### config.mk
export PLATFORM = sky130hd
export DESIGN_NAME = white_object_region_locator_top
export DESIGN_NICKNAME = d
export VERILOG_FILES = /design/src/sv/wol_pkg.sv /design/src/sv/wol_track.sv /design/src/sv/wol_count.sv /design/src/sv/wol_decide.sv /design/src/sv/white_object_region_locator_top.sv
export SDC_FILE = /design/constraint.sdc
export NUM_CORES = 1
export LEC_CHECK = 0
export BUFFER_PORTS_ARGS = -buffer_cell sky130_fd_sc_hd__buf_2
export CELL_PAD_IN_SITES_DETAIL_PLACEMENT = 0
export CELL_PAD_IN_SITES_GLOBAL_PLACEMENT = 1
export CORE_ASPECT_RATIO = 1.2
export CORE_UTILIZATION = 25
export CTS_BUF_LIST = sky130_fd_sc_hd__clkbuf_4
export CTS_CLUSTER_DIAMETER = 100
export CTS_CLUSTER_SIZE = 28
export DETAILED_ROUTE_END_ITERATION = 6
export GPL_ROUTABILITY_DRIVEN = 0
export PLACE_DENSITY = 0.5
export SYNTH_ARGS = -nofsm -noshare
export SYNTH_HDL_FRONTEND = slang
export SYNTH_HIERARCHICAL = 1
export SYNTH_SLANG_ARGS = --single-unit
### constraint.sdc
create_clock -name clk -period 6.8 [get_ports clk]
set_clock_uncertainty 0.05 [all_clocks]
set_input_delay 1.36 -clock clk [delete_from_list [all_inputs] [get_ports clk]]
set_output_delay 1.36 -clock clk [all_outputs]
set_load 0.05 [all_outputs]
### src/sv/wol_pkg.sv
package wol_pkg;

  localparam int unsigned POS_W     = 12;
  localparam int unsigned CNT_W     = 24;
  localparam int unsigned LIMIT_W   = 25;
  localparam int unsigned THR_W     = 8;
  localparam int unsigned CHAN_W    = 8;
  localparam int unsigned CFG_IDX_W = 3;
  localparam int unsigned CFG_DATA_W = 32;
  localparam int unsigned TOTAL_W   = CNT_W + 2;

  localparam int unsigned MAX_DIMENSION_DEF = 4095;

  localparam logic [POS_W-1:0]   WIDTH_RST = 12'd640;
  localparam logic [POS_W-1:0]   HEIGHT_RST = 12'd480;
  localparam logic [THR_W-1:0]   THRESH_RST = 8'd220;
  localparam logic [LIMIT_W-1:0] CLOSE_RST = 25'd368640;

  // ceil(2^17 / 3), exact quotient for any input below 2^17
  localparam logic [16:0] DIV3_MUL = 17'd43691;

  typedef enum logic [CFG_IDX_W-1:0] {
    REG_WIDTH  = 3'd0,
    REG_HEIGHT = 3'd1,
    REG_THRESH = 3'd2,
    REG_CLOSE  = 3'd3
  } cfg_reg_t;

  typedef enum logic [2:0] {
    BAND_LEFT   = 3'b001,
    BAND_CENTRE = 3'b010,
    BAND_RIGHT  = 3'b100
  } band_t;

  typedef struct packed {
    logic [CHAN_W-1:0] red;
    logic [CHAN_W-1:0] green;
    logic [CHAN_W-1:0] blue;
  } pixel_t;

  typedef struct packed {
    logic object_left;
    logic object_centre;
    logic object_right;
  } result_t;

  // classified pixel handed from tracker to counters
  typedef struct packed {
    logic  valid;
    logic  white;
    band_t band;
    logic  frame_end;
  } pix_word_t;

  // final band counts of a finished frame
  typedef struct packed {
    logic             valid;
    logic [CNT_W-1:0] left;
    logic [CNT_W-1:0] centre;
    logic [CNT_W-1:0] right;
  } fin_word_t;

  function automatic logic [POS_W-1:0] div3(input logic [POS_W:0] x);
    logic [POS_W+16:0] prod;
    prod = (POS_W+17)'(x) * (POS_W+17)'(DIV3_MUL);
    return prod[POS_W+16:17];
  endfunction

endpackage

### src/sv/wol_track.sv
module wol_track (
  input  logic                          clk,
  input  logic                          rst_n,
  input  logic                          in_fire,
  input  wol_pkg::pixel_t               pixel,
  input  logic [wol_pkg::THR_W-1:0]     thresh,
  input  logic [wol_pkg::POS_W-1:0]     wm1,
  input  logic [wol_pkg::POS_W-1:0]     hm1,
  input  logic [wol_pkg::POS_W-1:0]     left_edge,
  input  logic [wol_pkg::POS_W-1:0]     right_edge,
  input  logic                          s0_move,
  output wol_pkg::pix_word_t            s0
);

  logic [wol_pkg::POS_W-1:0] col_r, col_nxt;
  logic [wol_pkg::POS_W-1:0] row_r, row_nxt;
  wol_pkg::pix_word_t        s0_r, s0_nxt;
  logic                      row_end;
  logic                      frame_end;
  logic                      white;
  wol_pkg::band_t            band;

  always_comb begin
    white = (pixel.red == pixel.green) && (pixel.red == pixel.blue) &&
            (pixel.red >= thresh);
    if (col_r < left_edge) begin
      band = wol_pkg::BAND_LEFT;
    end else if (col_r > right_edge) begin
      band = wol_pkg::BAND_RIGHT;
    end else begin
      band = wol_pkg::BAND_CENTRE;
    end
    row_end   = col_r >= wm1;
    frame_end = row_end && (row_r >= hm1);

    col_nxt = col_r;
    row_nxt = row_r;
    s0_nxt  = s0_r;
    if (in_fire) begin
      if (frame_end) begin
        col_nxt = '0;
        row_nxt = '0;
      end else if (row_end) begin
        col_nxt = '0;
        row_nxt = row_r + 1'b1;
      end else begin
        col_nxt = col_r + 1'b1;
      end
      s0_nxt.valid     = 1'b1;
      s0_nxt.white     = white;
      s0_nxt.band      = band;
      s0_nxt.frame_end = frame_end;
    end else if (s0_move) begin
      s0_nxt.valid = 1'b0;
    end
  end

  always_ff @(posedge clk) begin
    if (!rst_n) begin
      col_r    <= '0;
      row_r    <= '0;
      s0_r     <= '0;
    end else begin
      col_r <= col_nxt;
      row_r <= row_nxt;
      s0_r  <= s0_nxt;
    end
  end

  assign s0 = s0_r;

endmodule

### src/sv/wol_count.sv
module wol_count (
  input  logic               clk,
  input  logic               rst_n,
  input  wol_pkg::pix_word_t s0,
  input  logic               s0_move,
  input  logic               fin_move,
  output wol_pkg::fin_word_t fin
);

  logic [wol_pkg::CNT_W-1:0] left_r, left_nxt;
  logic [wol_pkg::CNT_W-1:0] centre_r, centre_nxt;
  logic [wol_pkg::CNT_W-1:0] right_r, right_nxt;
  logic [wol_pkg::CNT_W-1:0] left_upd, centre_upd, right_upd;
  wol_pkg::fin_word_t        fin_r, fin_nxt;
  logic                      take;

  function automatic logic [wol_pkg::CNT_W-1:0] bump(input logic [wol_pkg::CNT_W-1:0] c);
    return (&c) ? c : c + 1'b1;
  endfunction

  always_comb begin
    take       = s0.valid && s0_move;
    left_upd   = left_r;
    centre_upd = centre_r;
    right_upd  = right_r;
    if (s0.white) begin
      case (s0.band)
        wol_pkg::BAND_LEFT:   left_upd   = bump(left_r);
        wol_pkg::BAND_RIGHT:  right_upd  = bump(right_r);
        default:              centre_upd = bump(centre_r);
      endcase
    end

    left_nxt   = left_r;
    centre_nxt = centre_r;
    right_nxt  = right_r;
    fin_nxt    = fin_r;
    if (fin_move) begin
      fin_nxt.valid = 1'b0;
    end
    if (take) begin
      if (s0.frame_end) begin
        // snapshot the finished frame, start the next one clean
        fin_nxt.valid  = 1'b1;
        fin_nxt.left   = left_upd;
        fin_nxt.centre = centre_upd;
        fin_nxt.right  = right_upd;
        left_nxt       = '0;
        centre_nxt     = '0;
        right_nxt      = '0;
      end else begin
        left_nxt   = left_upd;
        centre_nxt = centre_upd;
        right_nxt  = right_upd;
      end
    end
  end

  always_ff @(posedge clk) begin
    if (!rst_n) begin
      left_r    <= '0;
      centre_r  <= '0;
      right_r   <= '0;
      fin_r     <= '0;
    end else begin
      left_r   <= left_nxt;
      centre_r <= centre_nxt;
      right_r  <= right_nxt;
      fin_r    <= fin_nxt;
    end
  end

  assign fin = fin_r;

endmodule

### src/sv/wol_decide.sv
module wol_decide (
  input  logic                        clk,
  input  logic                        rst_n,
  input  wol_pkg::fin_word_t          fin,
  input  logic [wol_pkg::LIMIT_W-1:0] close_limit,
  output logic                        fin_move,
  output logic                        out_valid,
  input  logic                        out_ready,
  output wol_pkg::result_t            out_data
);

  logic [wol_pkg::TOTAL_W-1:0] total;
  logic                        report;
  wol_pkg::result_t            res;
  logic                        out_valid_r, out_valid_nxt;
  wol_pkg::result_t            out_data_r, out_data_nxt;

  always_comb begin
    total = wol_pkg::TOTAL_W'(fin.left) + wol_pkg::TOTAL_W'(fin.centre) +
            wol_pkg::TOTAL_W'(fin.right);
    report = (total != '0) && (total < wol_pkg::TOTAL_W'(close_limit));
    res = '0;
    if (report) begin
      if ((fin.left >= fin.centre) && (fin.left >= fin.right)) begin
        res.object_left = 1'b1;
      end else if (fin.centre >= fin.right) begin
        res.object_centre = 1'b1;
      end else begin
        res.object_right = 1'b1;
      end
    end

    fin_move      = !out_valid_r || out_ready;
    out_valid_nxt = out_valid_r;
    out_data_nxt  = out_data_r;
    if (fin_move) begin
      out_valid_nxt = fin.valid;
      if (fin.valid) begin
        out_data_nxt = res;
      end
    end
  end

  always_ff @(posedge clk) begin
    if (!rst_n) begin
      out_valid_r <= 1'b0;
    end else begin
      out_valid_r <= out_valid_nxt;
    end
  end

  always_ff @(posedge clk) begin
    out_data_r <= out_data_nxt;
  end

  assign out_valid = out_valid_r;
  assign out_data  = out_data_r;

endmodule

### src/sv/white_object_region_locator_top.sv
// channel   direction  word                          handshake
// in_       input      pixel_t  red, green, blue     in_valid / in_ready
// out_      output     result_t left, centre, right  out_valid / out_ready
// cfg_      input      index + data register write   cfg_valid / cfg_ready
//
// one pixel word accepted per clock while in_ready is high; three register stages (classify,
// count, decide) carry a frame result to out_ after the last pixel
// synchronous active-low reset; in_ready stays low the cycle after reset and
// after each register write while the band limits are recomputed
// a stalled out_ blocks in_ only once the finished-frame slot is full too
// and a further frame-end pixel waits behind it
module white_object_region_locator_top #(
  parameter int unsigned MAX_DIMENSION = wol_pkg::MAX_DIMENSION_DEF
) (
  input  logic                             clk,
  input  logic                             rst_n,
  input  logic                             in_valid,
  output logic                             in_ready,
  input  wol_pkg::pixel_t                  in_data,
  output logic                             out_valid,
  input  logic                             out_ready,
  output wol_pkg::result_t                 out_data,
  input  logic                             cfg_valid,
  output logic                             cfg_ready,
  input  logic [wol_pkg::CFG_IDX_W-1:0]    cfg_index,
  input  logic [wol_pkg::CFG_DATA_W-1:0]   cfg_data
);

  // largest dimension the row and column compares can see
  localparam logic [wol_pkg::POS_W-1:0] DimCap =
    (MAX_DIMENSION > 4095) ? 12'hFFF : MAX_DIMENSION[wol_pkg::POS_W-1:0];

  // configuration registers
  logic [wol_pkg::POS_W-1:0]   width_r, width_nxt;
  logic [wol_pkg::POS_W-1:0]   height_r, height_nxt;
  logic [wol_pkg::THR_W-1:0]   thresh_r, thresh_nxt;
  logic [wol_pkg::LIMIT_W-1:0] close_r, close_nxt;

  // derived limits, recomputed every cycle from the registers
  logic [wol_pkg::POS_W-1:0]   w_clamp, h_clamp;
  logic [wol_pkg::POS_W-1:0]   wm1_r, hm1_r, left_edge_r, right_edge_r;
  logic                        lim_ok_r;
  logic                        cfg_fire;

  // pipeline control
  wol_pkg::pix_word_t          s0;
  wol_pkg::fin_word_t          fin;
  logic                        fin_move;
  logic                        s0_move;
  logic                        in_fire;

  assign cfg_ready = 1'b1;
  assign cfg_fire  = cfg_valid && cfg_ready;

  // register write decode, wide data is truncated to the field width
  always_comb begin
    width_nxt  = width_r;
    height_nxt = height_r;
    thresh_nxt = thresh_r;
    close_nxt  = close_r;
    if (cfg_fire) begin
      unique case (cfg_index)
        wol_pkg::REG_WIDTH:  width_nxt  = cfg_data[wol_pkg::POS_W-1:0];
        wol_pkg::REG_HEIGHT: height_nxt = cfg_data[wol_pkg::POS_W-1:0];
        wol_pkg::REG_THRESH: thresh_nxt = cfg_data[wol_pkg::THR_W-1:0];
        wol_pkg::REG_CLOSE:  close_nxt  = cfg_data[wol_pkg::LIMIT_W-1:0];
        default: ;  // unknown index ignored
      endcase
    end
  end

  // zero acts as one, oversize acts as the cap
  always_comb begin
    if (width_r == '0) begin
      w_clamp = 12'd1;
    end else if (width_r > DimCap) begin
      w_clamp = DimCap;
    end else begin
      w_clamp = width_r;
    end
    if (height_r == '0) begin
      h_clamp = 12'd1;
    end else if (height_r > DimCap) begin
      h_clamp = DimCap;
    end else begin
      h_clamp = height_r;
    end
  end

  always_ff @(posedge clk) begin
    if (!rst_n) begin
      width_r  <= wol_pkg::WIDTH_RST;
      height_r <= wol_pkg::HEIGHT_RST;
      thresh_r <= wol_pkg::THRESH_RST;
      close_r  <= wol_pkg::CLOSE_RST;
      lim_ok_r <= 1'b0;
    end else begin
      width_r  <= width_nxt;
      height_r <= height_nxt;
      thresh_r <= thresh_nxt;
      close_r  <= close_nxt;
      // limits are stale in the cycle after any write
      lim_ok_r <= !cfg_fire;
    end
  end

  // band edges: width/3 and 2*width/3 via reciprocal multiply
  always_ff @(posedge clk) begin
    wm1_r        <= w_clamp - 1'b1;
    hm1_r        <= h_clamp - 1'b1;
    left_edge_r  <= wol_pkg::div3({1'b0, w_clamp});
    right_edge_r <= wol_pkg::div3({w_clamp, 1'b0});
  end

  // a frame-end word waits only if the finished-frame slot is still full
  assign s0_move  = !(s0.valid && s0.frame_end && fin.valid && !fin_move);
  assign in_ready = lim_ok_r && (!s0.valid || s0_move);
  assign in_fire  = in_valid && in_ready;

  wol_track u_track (
    .clk        (clk),
    .rst_n      (rst_n),
    .in_fire    (in_fire),
    .pixel      (in_data),
    .thresh     (thresh_r),
    .wm1        (wm1_r),
    .hm1        (hm1_r),
    .left_edge  (left_edge_r),
    .right_edge (right_edge_r),
    .s0_move    (s0_move),
    .s0         (s0)
  );

  wol_count u_count (
    .clk      (clk),
    .rst_n    (rst_n),
    .s0       (s0),
    .s0_move  (s0_move),
    .fin_move (fin_move),
    .fin      (fin)
  );

  wol_decide u_decide (
    .clk         (clk),
    .rst_n       (rst_n),
    .fin         (fin),
    .close_limit (close_r),
    .fin_move    (fin_move),
    .out_valid   (out_valid),
    .out_ready   (out_ready),
    .out_data    (out_data)
  );

endmodule

## After elaboration in Yosys (flattened, before gate mapping)

Cells that the tools add are included.

- Flip-flop bits (word level): 284
- Logic and storage cells: 122
- Input port bits: 64
- Output and inout port bits: 6

- $lt $le $gt $ge: 11
- Muxes and demuxes: 30
- Add/sub/neg operators: 9
- Eq/ne operators: 8
- Multipliers: 2
- Bitwise operators: 1
- Reductions and logical operators: 35

Operators by type and width:

| operator | number |
|---|---|
| $mux 24 | 12 |
| $mux 73 | 2 |
| $mux 12 | 8 |
| $add 24x1->24 const B | 3 |
| $ge 24x24->1 | 3 |
| $reduce_and 24->1 | 3 |
| $mul 12x16->28 const B | 2 |
| $add 26x24->26 | 1 |
| $lt 26x25->1 | 1 |
| $reduce_bool 26->1 | 1 |
| $add 24x24->25 | 1 |
| $add 12x1->12 const B | 2 |
| $ge 12x12->1 | 2 |
| $gt 12x12->1 const B | 2 |
| $logic_not 12->1 | 2 |
| $sub 12x1->12 const B | 2 |
| $eq 8x8->1 | 2 |
| $reduce_and 2->1 | 7 |
| $gt 12x12->1 | 1 |
| $lt 12x11->1 | 1 |
| $logic_and 1x1->1 | 11 |
| $ge 8x8->1 | 1 |
| $eq 3x1->1 const B | 2 |
| $eq 3x2->1 const B | 2 |
| other kinds (10) | 22 |

## Longest topological paths before layout

Gate-level depths: netlist of the first run.

- Depth after elaboration: 9
- Depth in mapped cells: 20
- Mapped depth without buffers: 20

## Cells and area by module

Netlist of the first run, hierarchy kept.

By module, submodules not included:

| module | seq. area each (µm²) | area an instance (µm²) | cells each | instances |
|---|---|---|---|---|
| wol_count | 2902.8 | 7594.8 | 954 | 1 |
| white_object_region_locator_top | 1881.8 | 6217.2 | 692 | 1 |
| wol_decide | 110.1 | 4289.1 | 531 | 1 |
| wol_track | 600.6 | 2768.9 | 345 | 1 |

## Worst setup path after synthesis of the first run

No wires, ideal clock.

- Path type: reg2reg
- Start point: register width_r[8] (netlist bit)
- End point: register left_edge_r[10] (netlist bit)
- Period minus slack after synthesis: 4.821 ns
- Data arrival time: 4.649 ns
- Setup time: 0.122 ns
- Stages on the path, launching flop included: 19
- Data required time: 6.628 ns
- Setup slack: 1.979 ns
- Buffers on the path: 1
- Cells stage by stage: dfxtp_1 > clkbuf_1 > ha_1 > inv_1 > fa_1 > inv_1 > fa_1 > fa_1 > inv_1 > fa_1 > inv_1 > ha_1 > a21oi_1 > nand3_1 > a21oi_1 > a211oi_2 > nor2b_1 > a31oi_1 > a311o_1

- Word-level cells in the longest chain between the ends: 4
- Elaborated cells on any way between the ends: 5
- Those cells by class: 1 x mul; 1 x order compare; 2 x mux; 1 x reduce/logical

Ends and longest elaborated chain:

| what | line | RTL |
|---|---|---|
| start, declared | white_object_region_locator_top.sv:34 | `logic [wol_pkg::POS_W-1:0] width_r, width_nxt;` |
| start signal, assigned | white_object_region_locator_top.sv:92 | `width_r <= wol_pkg::WIDTH_RST;` |
| start signal, assigned | white_object_region_locator_top.sv:98 | `width_r <= width_nxt;` |
| $gt 12x12->1 | white_object_region_locator_top.sv:76 | `end else if (width_r > DimCap) begin` |
| $mux 12 | white_object_region_locator_top.sv:76 |  |
| $mux 12 (*) | white_object_region_locator_top.sv:74 | `if (width_r == '0) begin` |
| $mul 12x16->28 (*) | wol_pkg.sv:65 | `prod = (POS_W+17)'(x) * (POS_W+17)'(DIV3_MUL);` |
| end signal, assigned | white_object_region_locator_top.sv:111 | `left_edge_r <= wol_pkg::div3({1'b0, w_clamp});` |
| end, declared | white_object_region_locator_top.sv:41 | `logic [wol_pkg::POS_W-1:0] wm1_r, hm1_r, left_edge_r, right_edge_r;` |

Every way passes the cells marked *; elsewhere a longest branch is shown, timed or not.
A chain may end at the register's enable or synchronous reset.

## Worst setup path in the final report of the first run

- Start point: register width_r[11] (netlist bit)
- End point: register left_edge_r[10] (netlist bit)

Same word-level chain as after synthesis.

==> results.md, run 1 <==
* Nets at 2887
* Layout area overhead at 8.08%
* Ratio of cells with drive above 1 in the final layout at 0.0623
* Hold path startpoint: close_r[21]$_SDFFE_PN0P_
* Post-route design area at approximately 0.023 mm2
* Syn_area_per_cell at 8.28 um2
* Clk sinks at 273
* Final Hold Viols at 0
* Fin crit share at 0.800
* IO buf count at between 60 and 70
* Worst EP required at 7490 ps
* GR Util All Layers at 0.160
* Die ar. at 0.0846 mm2
* Die Y-Extent at 319 um
* Antenna Violating Nets Remaining at 0
* Via/cell ratio at 4.95
* Slew HR at 0.160
* Mapped Area at 0.0209 mm2
* Routed WL at between 60 and 70 mm
* Most frequent cell after synthesis: dfxtp_1
* Post-CTS sizing at 0
* Maximum number of pins on one net before global-route repair at 80
* Worst skew pair latency at slightly below 900 ps
* GR Layer Usage met2 at 0.293
* Power Dens Cells at 134 mW/mm2
* Drt first pass iters at 5
* Post-synth top area cell: dfxtp_1
* CTS max path bufs at 3
* Max rail drop VDD at 0.0870 mV
* Tmin final at 5440 ps
* Netlist cell types at 90
* Final setup viols at 0
* Cts bufs inserted at 18
* Status: completed
* Measured slew at the worst slew-check pin at 1250 ps
* Post-route setup TNS at 0 ps
* First-pass GRT wire length at 106 mm
* Post-DR wirelength/cell at ~19 um
* Worst r2r path cells at 17
* Placed Instances at around 3600
* LEAKAGE at 9.43 nW
* Antenna violations before repair at 5
* Total power at 3.02 mW
* Reg2Reg Launch Point: width_r[11]$_SDFFE_PN0P_
* Ys Warns at 6
* Fin Hold WS at 433 ps
* Synth Instances at about 2500
* CTS tree: yes
* Reg-to-reg setup timing slack at 1360 ps
* Number of global-route vias before repair at 18300
* Met1 Usage GRT at 0.197
* CTS Root Cell: clkbuf_4
* Sequential-to-total area share from yosys stat at 0.263
* RSZ-0062 raised after global routing: no
* Post-synth EDFFs at 3
* IO Pins at 70
* Via count at approximately 18000
* Hold buffers post-CTS at 0
* Core ar. at 0.0823 mm2
* Starting DRT DRC Count at between 800 and 900
* Async set-or-reset flop fraction in the synthesized netlist at 0
* Worst hold stages at 2
* Worst slack, placed at between 1000 and 1500 ps
* Grt met3 use at 0.0142
* Slowest stage cell, crit path: dfxtp_1
* Crit path max fanout at 10
* Most frequent cells after synthesis: dfxtp_1, ha_1, inv_1
* Max-cap violation count at 0
* Post-Route Utilization at 0.274
* Top_reg_cell synth: dfxtp_1
* Post-CTS Setup Inserts at 0
* Final setup margin at roughly 1400 ps
* Worst-path clk slew at about 280 ps
* CP arrival at 6130 ps
* Synth Net Count at 2916
* Worst min path class: flip-flop to flip-flop
* CP startpoint: width_r[11]$_SDFFE_PN0P_
* Crit Path Category: flip-flop to flip-flop
* Cell area after placement at 0.0222 mm2
* Worst path max stage delay at 680 ps
* Initial Util at 0.254
* Row cnt at 115
* Area contributors post-synth: dfxtp_1, ha_1, fa_1
* Total gr overflow at 0
* Critical-path cell list: nor3_1 -> a41oi_1 -> inv_1 -> ha_1 -> fa_1 -> inv_1 -> fa_1 -> fa_1 -> inv_1 -> ha_1 -> o2111ai_1 -> nand3_1 -> a21oi_1 -> a211oi_2 -> nor2b_1 -> a31oi_1 -> a311o_1
* Die width at 266 um
* H-tree lvl count at 1
* Pins Over Slew Limit at 0
* Synthesis-stage register bit count at 273
* DRC errors left at 0
* Final Non-Filler Cells at 3616
* Busiest metal layer after global routing: met2
* Hpwl dp at approximately 53 mm
* Critical Path End Type: flip-flop
* Peak Freq at 184 MHz
* Share of the synthesized area in the top cell type at 0.259
* Worst setup SP type: flip-flop
registers in the layout, indices dropped and copies added (netlist names), 3 cells and up:
name and count:
u_track/row_r 12, u_track/s0 6, u_count/left_r 24, right_edge_r 11, width_r 12, thresh_r 8, u_count/centre_r 24, u_decide/out_data 3
height_r 12, u_count/fin 73, wm1_r 12, u_track/col_r 12, u_count/right_r 24, close_r 25, hm1_r 12
critical path: cells and delay by family, from the launching register on:
| family | cells | cell delay, ps |
|---|---|---|
| compound gates | 6 | 1510 |
| simple gates | 3 | 590 |
| flops | 1 | 680 |
| fa+ha+maj | 5 | 2240 |
| buf+inv | 3 | 310 |
kinds of logic after synthesis:
kind of cell / after synthesis / synth area share
AOI/OAI and AO/OA: 676 / 0.210
xor gates and xnor gates: 107 / 0.0449
adders and majority gates: 330 / 0.223
buffers and inverters: 384 / 0.0707
DFF: 273 / 0.263
muxes: 11 / 0.00528
other: 2 / 0.000360
and+or+nand+nor: 739 / 0.183
final timing paths:
check                                           endpoint
worst max-delay path             left_edge_r[10]$_DFF_P_
worst min-delay path            close_r[21]$_SDFFE_PN0P_
worst max register to register   left_edge_r[10]$_DFF_P_
worst min register to register  close_r[21]$_SDFFE_PN0P_
cell type report:
cell class	instances	area (um2)
clock buffer	18	135
sequential	273	5500
inverter	258	968
antenna	2	5.00
multi-input combinational	1865	13900
tap	1111	1390
fill	9010	59700
clock inverter	12	203
timing repair buffer	77	428
cell usage in the layout (no fill, tap or decap), types with 9 or more instances in the layout:
cell type / synthesis / final
o211ai_1: 25 / 25
and4_1: 22 / 22
clkbuf_4: 0 / 18
a21o_1: 60 / 60
nand4_1: 51 / 51
or4_1: 19 / 19
nand2b_1: 18 / 18
nor2b_1: 17 / 17
buf_2: 12 / 60
xor2_1: 47 / 47
o31ai_1: 9 / 9
nor2_1: 91 / 89
a31oi_1: 62 / 62
a21oi_1: 172 / 172
o21a_1: 17 / 17
o21ai_0: 158 / 158
and3_1: 26 / 26
nand3_1: 96 / 96
dfxtp_1: 270 / 270
inv_1: 257 / 257
fa_1: 69 / 69
nor3_1: 33 / 33
buf_4: 1 / 17
mux2i_1: 11 / 11
nor4_1: 19 / 18
xnor2_1: 60 / 60
nand2_1: 249 / 249
a211oi_1: 23 / 23
o2111ai_1: 11 / 11
and2_1: 12 / 12
or3_1: 47 / 47
ha_1: 261 / 261
a21boi_0: 45 / 45
power breakdown:
part | total (mW) | switching (mW) | internal (mW)
combinational | 0.415 | 0.255 | 0.160
sequential | 1.70 | 0.0432 | 1.65
clock | 0.909 | 0.683 | 0.226
total | 3.02 | 0.981 | 2.04
routing by layer:
| layer | wire length (um) | vias to the layer above |
|---|---|---|
| li1 | - | 8924 |
| met1 | 29900 | 8685 |
| met2 | 34400 | 218 |
| met3 | 1620 | 66 |
| met4 | 1810 | 4 |
| met5 | 23 | - |
(Power assumes the default switching activity.)
==> run 2: changes to the inputs <==
ABC_AREA = 1   (was not set)
PLACE_DENSITY = 0.54   (was 0.5)
clock period = 4.9 ns   (was 6.8 ns; I/O delays follow)
==> run 2 against run 1 <==
Effect of this change:
- design area grew 8.0%
- synthesized area up 7.5%
- critical path depth grew 1
- core utilization about the same
- global-route usage decreased by 0.72 points
- critical path type unchanged
- via count up 11%
- maximum frequency is 18% higher
- count of clock-buffer cells in the layout up 2
- worst hold slack got worse by 160 ps
- critical endpoint is now right_edge_r[1]$_DFF_P_
- sequential cell count stayed put
- largest cell class unchanged
==> results.md, run 2 <==
* LEAKAGE at 11.9 nW (was 9.43 nW)
* CTS max path bufs at 3 (unchanged)
* Total power at 4.47 mW (was 3.02 mW)
* Sequential cell area at 0.00550 mm2 (unchanged)
* Worst-path clk slew at 240 ps (was 280 ps)
* Reg2Reg Launch Point: width_r[9]$_SDFFE_PN1P_ (was width_r[11]$_SDFFE_PN0P_)
* Placed Instances at 4451 (was 3584)
* Hpwl dp at 56.5 mm (was 52.6 mm)
* Reg-to-reg setup timing slack at 300 ps (was 1360 ps)
* CP arrival at 5260 ps (was 6130 ps)
* Die Y-Extent at 330 um (was 319 um)
* Measured slew at the worst slew-check pin at 900 ps (was 1250 ps)
* Worst min path class: primary input to flip-flop (was flip-flop to flip-flop)
* Post-route setup TNS at 0 ps (unchanged)
* Crit Reg-Reg Endpoint: right_edge_r[1]$_DFF_P_ (was left_edge_r[10]$_DFF_P_)
* Post-DR wirelength/cell at 15.4 um (was 18.7 um)
* Worst r2r path cells at 18 (was 17)
* Die ar. at 0.0910 mm2 (was 0.0846 mm2)
* GR Util All Layers at 0.153 (was 0.160)
* Crit path max fanout at 7 (was 10)
* Pins Over Slew Limit at 0 (unchanged)
* Initial Util at 0.252 (was 0.254)
* Cts bufs inserted at 18 (unchanged)
* Post-synth EDFFs at 3 (unchanged)
* Drt first pass iters at 6 (was 5)
* Bufs and invs on worst path at 3 (unchanged)
* Synthesis-stage register bit count at 273 (unchanged)
* Clk sinks at 273 (unchanged)
* Max-cap violation count at 0 (unchanged)
* CP startpoint: width_r[9]$_SDFFE_PN1P_ (was width_r[11]$_SDFFE_PN0P_)
* Area of the multi-input gates at 0.0143 mm2 (was 0.0139 mm2)
* Most common cell after layout, fill and taps aside: nand2_1 (was dfxtp_1)
* Status: completed (unchanged)
* CTS Root Cell: clkbuf_4 (unchanged)
* Most frequent cells in the layout: nand2_1, inv_1, dfxtp_1 (was dfxtp_1, ha_1, inv_1)
* Synth Instances at 3283 (was 2522)
* Max rail drop VDD at 0.185 mV (was 0.0870 mV)
* Antenna Violating Nets Remaining at 0 (unchanged)
* Critical Path End Type: flip-flop (unchanged)
* Total gr overflow at 0 (unchanged)
* Final setup viols at 0 (unchanged)
* Final Non-Filler Cells at 4488 (was 3616)
* CTS tree: yes (unchanged)
* DRC errors left at 0 (unchanged)
* Post-CTS Setup Inserts at 0 (unchanged)
* Area contributors post-synth: dfxtp_1, ha_1, nand2_1 (was dfxtp_1, ha_1, fa_1)
* Syn_area_per_cell at 6.83 um2 (was 8.28 um2)
* Crit Path Category: flip-flop to flip-flop (unchanged)
* Core ar. at 0.0890 mm2 (was 0.0823 mm2)
* Post-CTS sizing at 0 (unchanged)
* Netlist cell types at 56 (was 90)
* Worst Setup EP: right_edge_r[1]$_DFF_P_ (was left_edge_r[10]$_DFF_P_)
* Tmin final at 4600 ps (was 5440 ps)
* Cell area after placement at 0.0241 mm2 (was 0.0222 mm2)
* Ratio of cells with drive above 1 in the final layout at 0.0698 (was 0.0623)
* RSZ-0062 raised after global routing: no (unchanged)
* Worst EP required at 5560 ps (was 7490 ps)
* Slowest stage cell, crit path: fa_1 (was dfxtp_1)
* Synth Net Count at 3677 (was 2916)
* First-pass GRT wire length at 109 mm (was 106 mm)
* Fillcell total at 10000 (was 9010)
* Top delay family on crit path: adder cells (unchanged)
* Most frequent cell after synthesis: nand2_1 (was dfxtp_1)
* Worst path max stage delay at 600 ps (was 680 ps)
* Critical-path cell list: inv_2 -> nand2_1 -> nor2_1 -> nand2_2 -> nand2_4 -> ha_1 -> fa_1 -> inv_1 -> fa_1 -> inv_1 -> fa_1 -> ha_1 -> nand2_1 -> nor2_1 -> nand2_1 -> o211ai_1 -> a21oi_1 -> xnor2_1 (was nor3_1 -> a41oi_1 -> inv_1 -> ha_1 -> fa_1 -> inv_1 -> fa_1 -> fa_1 -> inv_1 -> ha_1 -> o2111ai_1 -> nand3_1 -> a21oi_1 -> a211oi_2 -> nor2b_1 -> a31oi_1 -> a311o_1)
* Number of global-route vias before repair at 19600 (was 18300)
* Routed WL at 69.2 mm (was 67.7 mm)
* Starting DRT DRC Count at 912 (was 825)
* Hold buffers post-CTS at 0 (unchanged)
* Mapped Area at 0.0224 mm2 (was 0.0209 mm2)
* Slew HR at 0.400 (was 0.160)
* Worst setup SP type: flip-flop (unchanged)
* Power Dens Cells at 183 mW/mm2 (was 134 mW/mm2)
* Top_reg_cell synth: dfxtp_1 (unchanged)
* Async set-or-reset flop fraction in the synthesized netlist at 0 (unchanged)
* IO Pins at 70 (unchanged)
* Share of the synthesized area in the top cell type at 0.241 (was 0.259)
* Maximum number of pins on one net before global-route repair at 81 (was 80)
* Via/cell ratio at 4.41 (was 4.95)
* Sequential-to-total area share from yosys stat at 0.245 (was 0.263)
* Number of flip-flops in the largest register at 73 (unchanged)
* Layout area overhead at 8.59% (was 8.08%)
* Nets at 3706 (was 2887)
* Via count at 19800 (was 17900)
* Levels on crit path at 18 (was 17)
* Final Hold Viols at 0 (unchanged)
* Ys Warns at 6 (unchanged)
* Fin crit share at 0.938 (was 0.800)
* Post-route design area at 0.0244 mm2 (was 0.0226 mm2)
* Peak Freq at 217 MHz (was 184 MHz)
* Die width at 275 um (was 266 um)
* Antenna violations before repair at 6 (was 5)
* Post-synth top area cell: dfxtp_1 (unchanged)
* H-tree lvl count at 1 (unchanged)
* Most frequent cells after synthesis: nand2_1, inv_1, dfxtp_1 (was dfxtp_1, ha_1, inv_1)
* Post-Route Utilization at 0.274 (about the same)
* Worst skew pair latency at 840 ps (was 890 ps)
* IO buf count at 61 (unchanged)
* Row cnt at 120 (was 115)
-- run 2: cell types whose count changed in the layout (fill, tap and decap cells not counted), sizes merged, moves of 43 or more --
| cell | delta |
|---|---|
| xnor2 | -43 |
| a21boi | -43 |
| inv | +324 |
| nand2 | +562 |
| or3 | -49 |
| a21o | -45 |
| nor2 | +189 |
| a21oi | +61 |
| o21bai | +50 |
| a31oi | -63 |
| nand3 | +102 |
-- run 2: area by class of cell --
class,instances,share of cell area
diodes,5,0.000513
inverters,585,0.0901
clock inverters,12,0.00601
multi-input cells,2340,0.589
flip-flops and latches,273,0.226
repair buffers,94,0.0233
well taps,1159,0.0595
clock buffers,20,0.00616
-- run 2: kinds of logic after synthesis --
logic type,share of synthesized area
XOR/XNOR,0.0221
other,0.000335
adder cells (fa/ha/maj),0.207
flip-flops,0.245
buffers and inverters,0.116
AO/OA/AOI/OAI,0.124
AND/OR/NAND/NOR,0.286
-- run 2: per-layer routing --
| layer | vias to the layer above | track usage | part of all wire |
|---|---|---|---|
| met4 | 2 | 0.0305 | 0.017 |
| met1 | 9024 | 0.188 | 0.45 |
| met2 | 155 | 0.287 | 0.51 |
| li1 | 10600 | - | - |
| met5 | - | 0 | 0.00020 |
| met3 | 54 | 0.0109 | 0.019 |
-- run 2: report_power, final --
group	internal, mW	total, mW	switching, mW
clock network	0.258	1.16	0.905
logic	0.333	0.953	0.620
registers	2.30	2.35	0.0494
total	2.89	4.47	1.57
-- run 2: worst min-delay path by stage --
stage	cells after the start	endpoint	startpoint	slack (ps)
final	2	lim_ok_r$_SDFF_PN0_	cfg_valid	270
after global routing	2	lim_ok_r$_SDFF_PN0_	cfg_valid	190
after global placement	2	thresh_r[7]$_SDFFE_PN1P_	thresh_r[7]$_SDFFE_PN1P_	410
after detailed placement	2	thresh_r[4]$_SDFFE_PN1P_	thresh_r[4]$_SDFFE_PN1P_	410
after CTS	2	lim_ok_r$_SDFF_PN0_	cfg_valid	170
after floorplan	2	hm1_r[11]$_DFF_P_	height_r[11]$_SDFFE_PN0P_	390
-- run 2: per-stage QoR --
stage                     worst slack (ps)  hold slack, ps
after floorplan                        746             389
after global placement                 325             408
final                                  301             272
after global routing                  25.5             188
after detailed placement               328             410
after CTS                              270             166
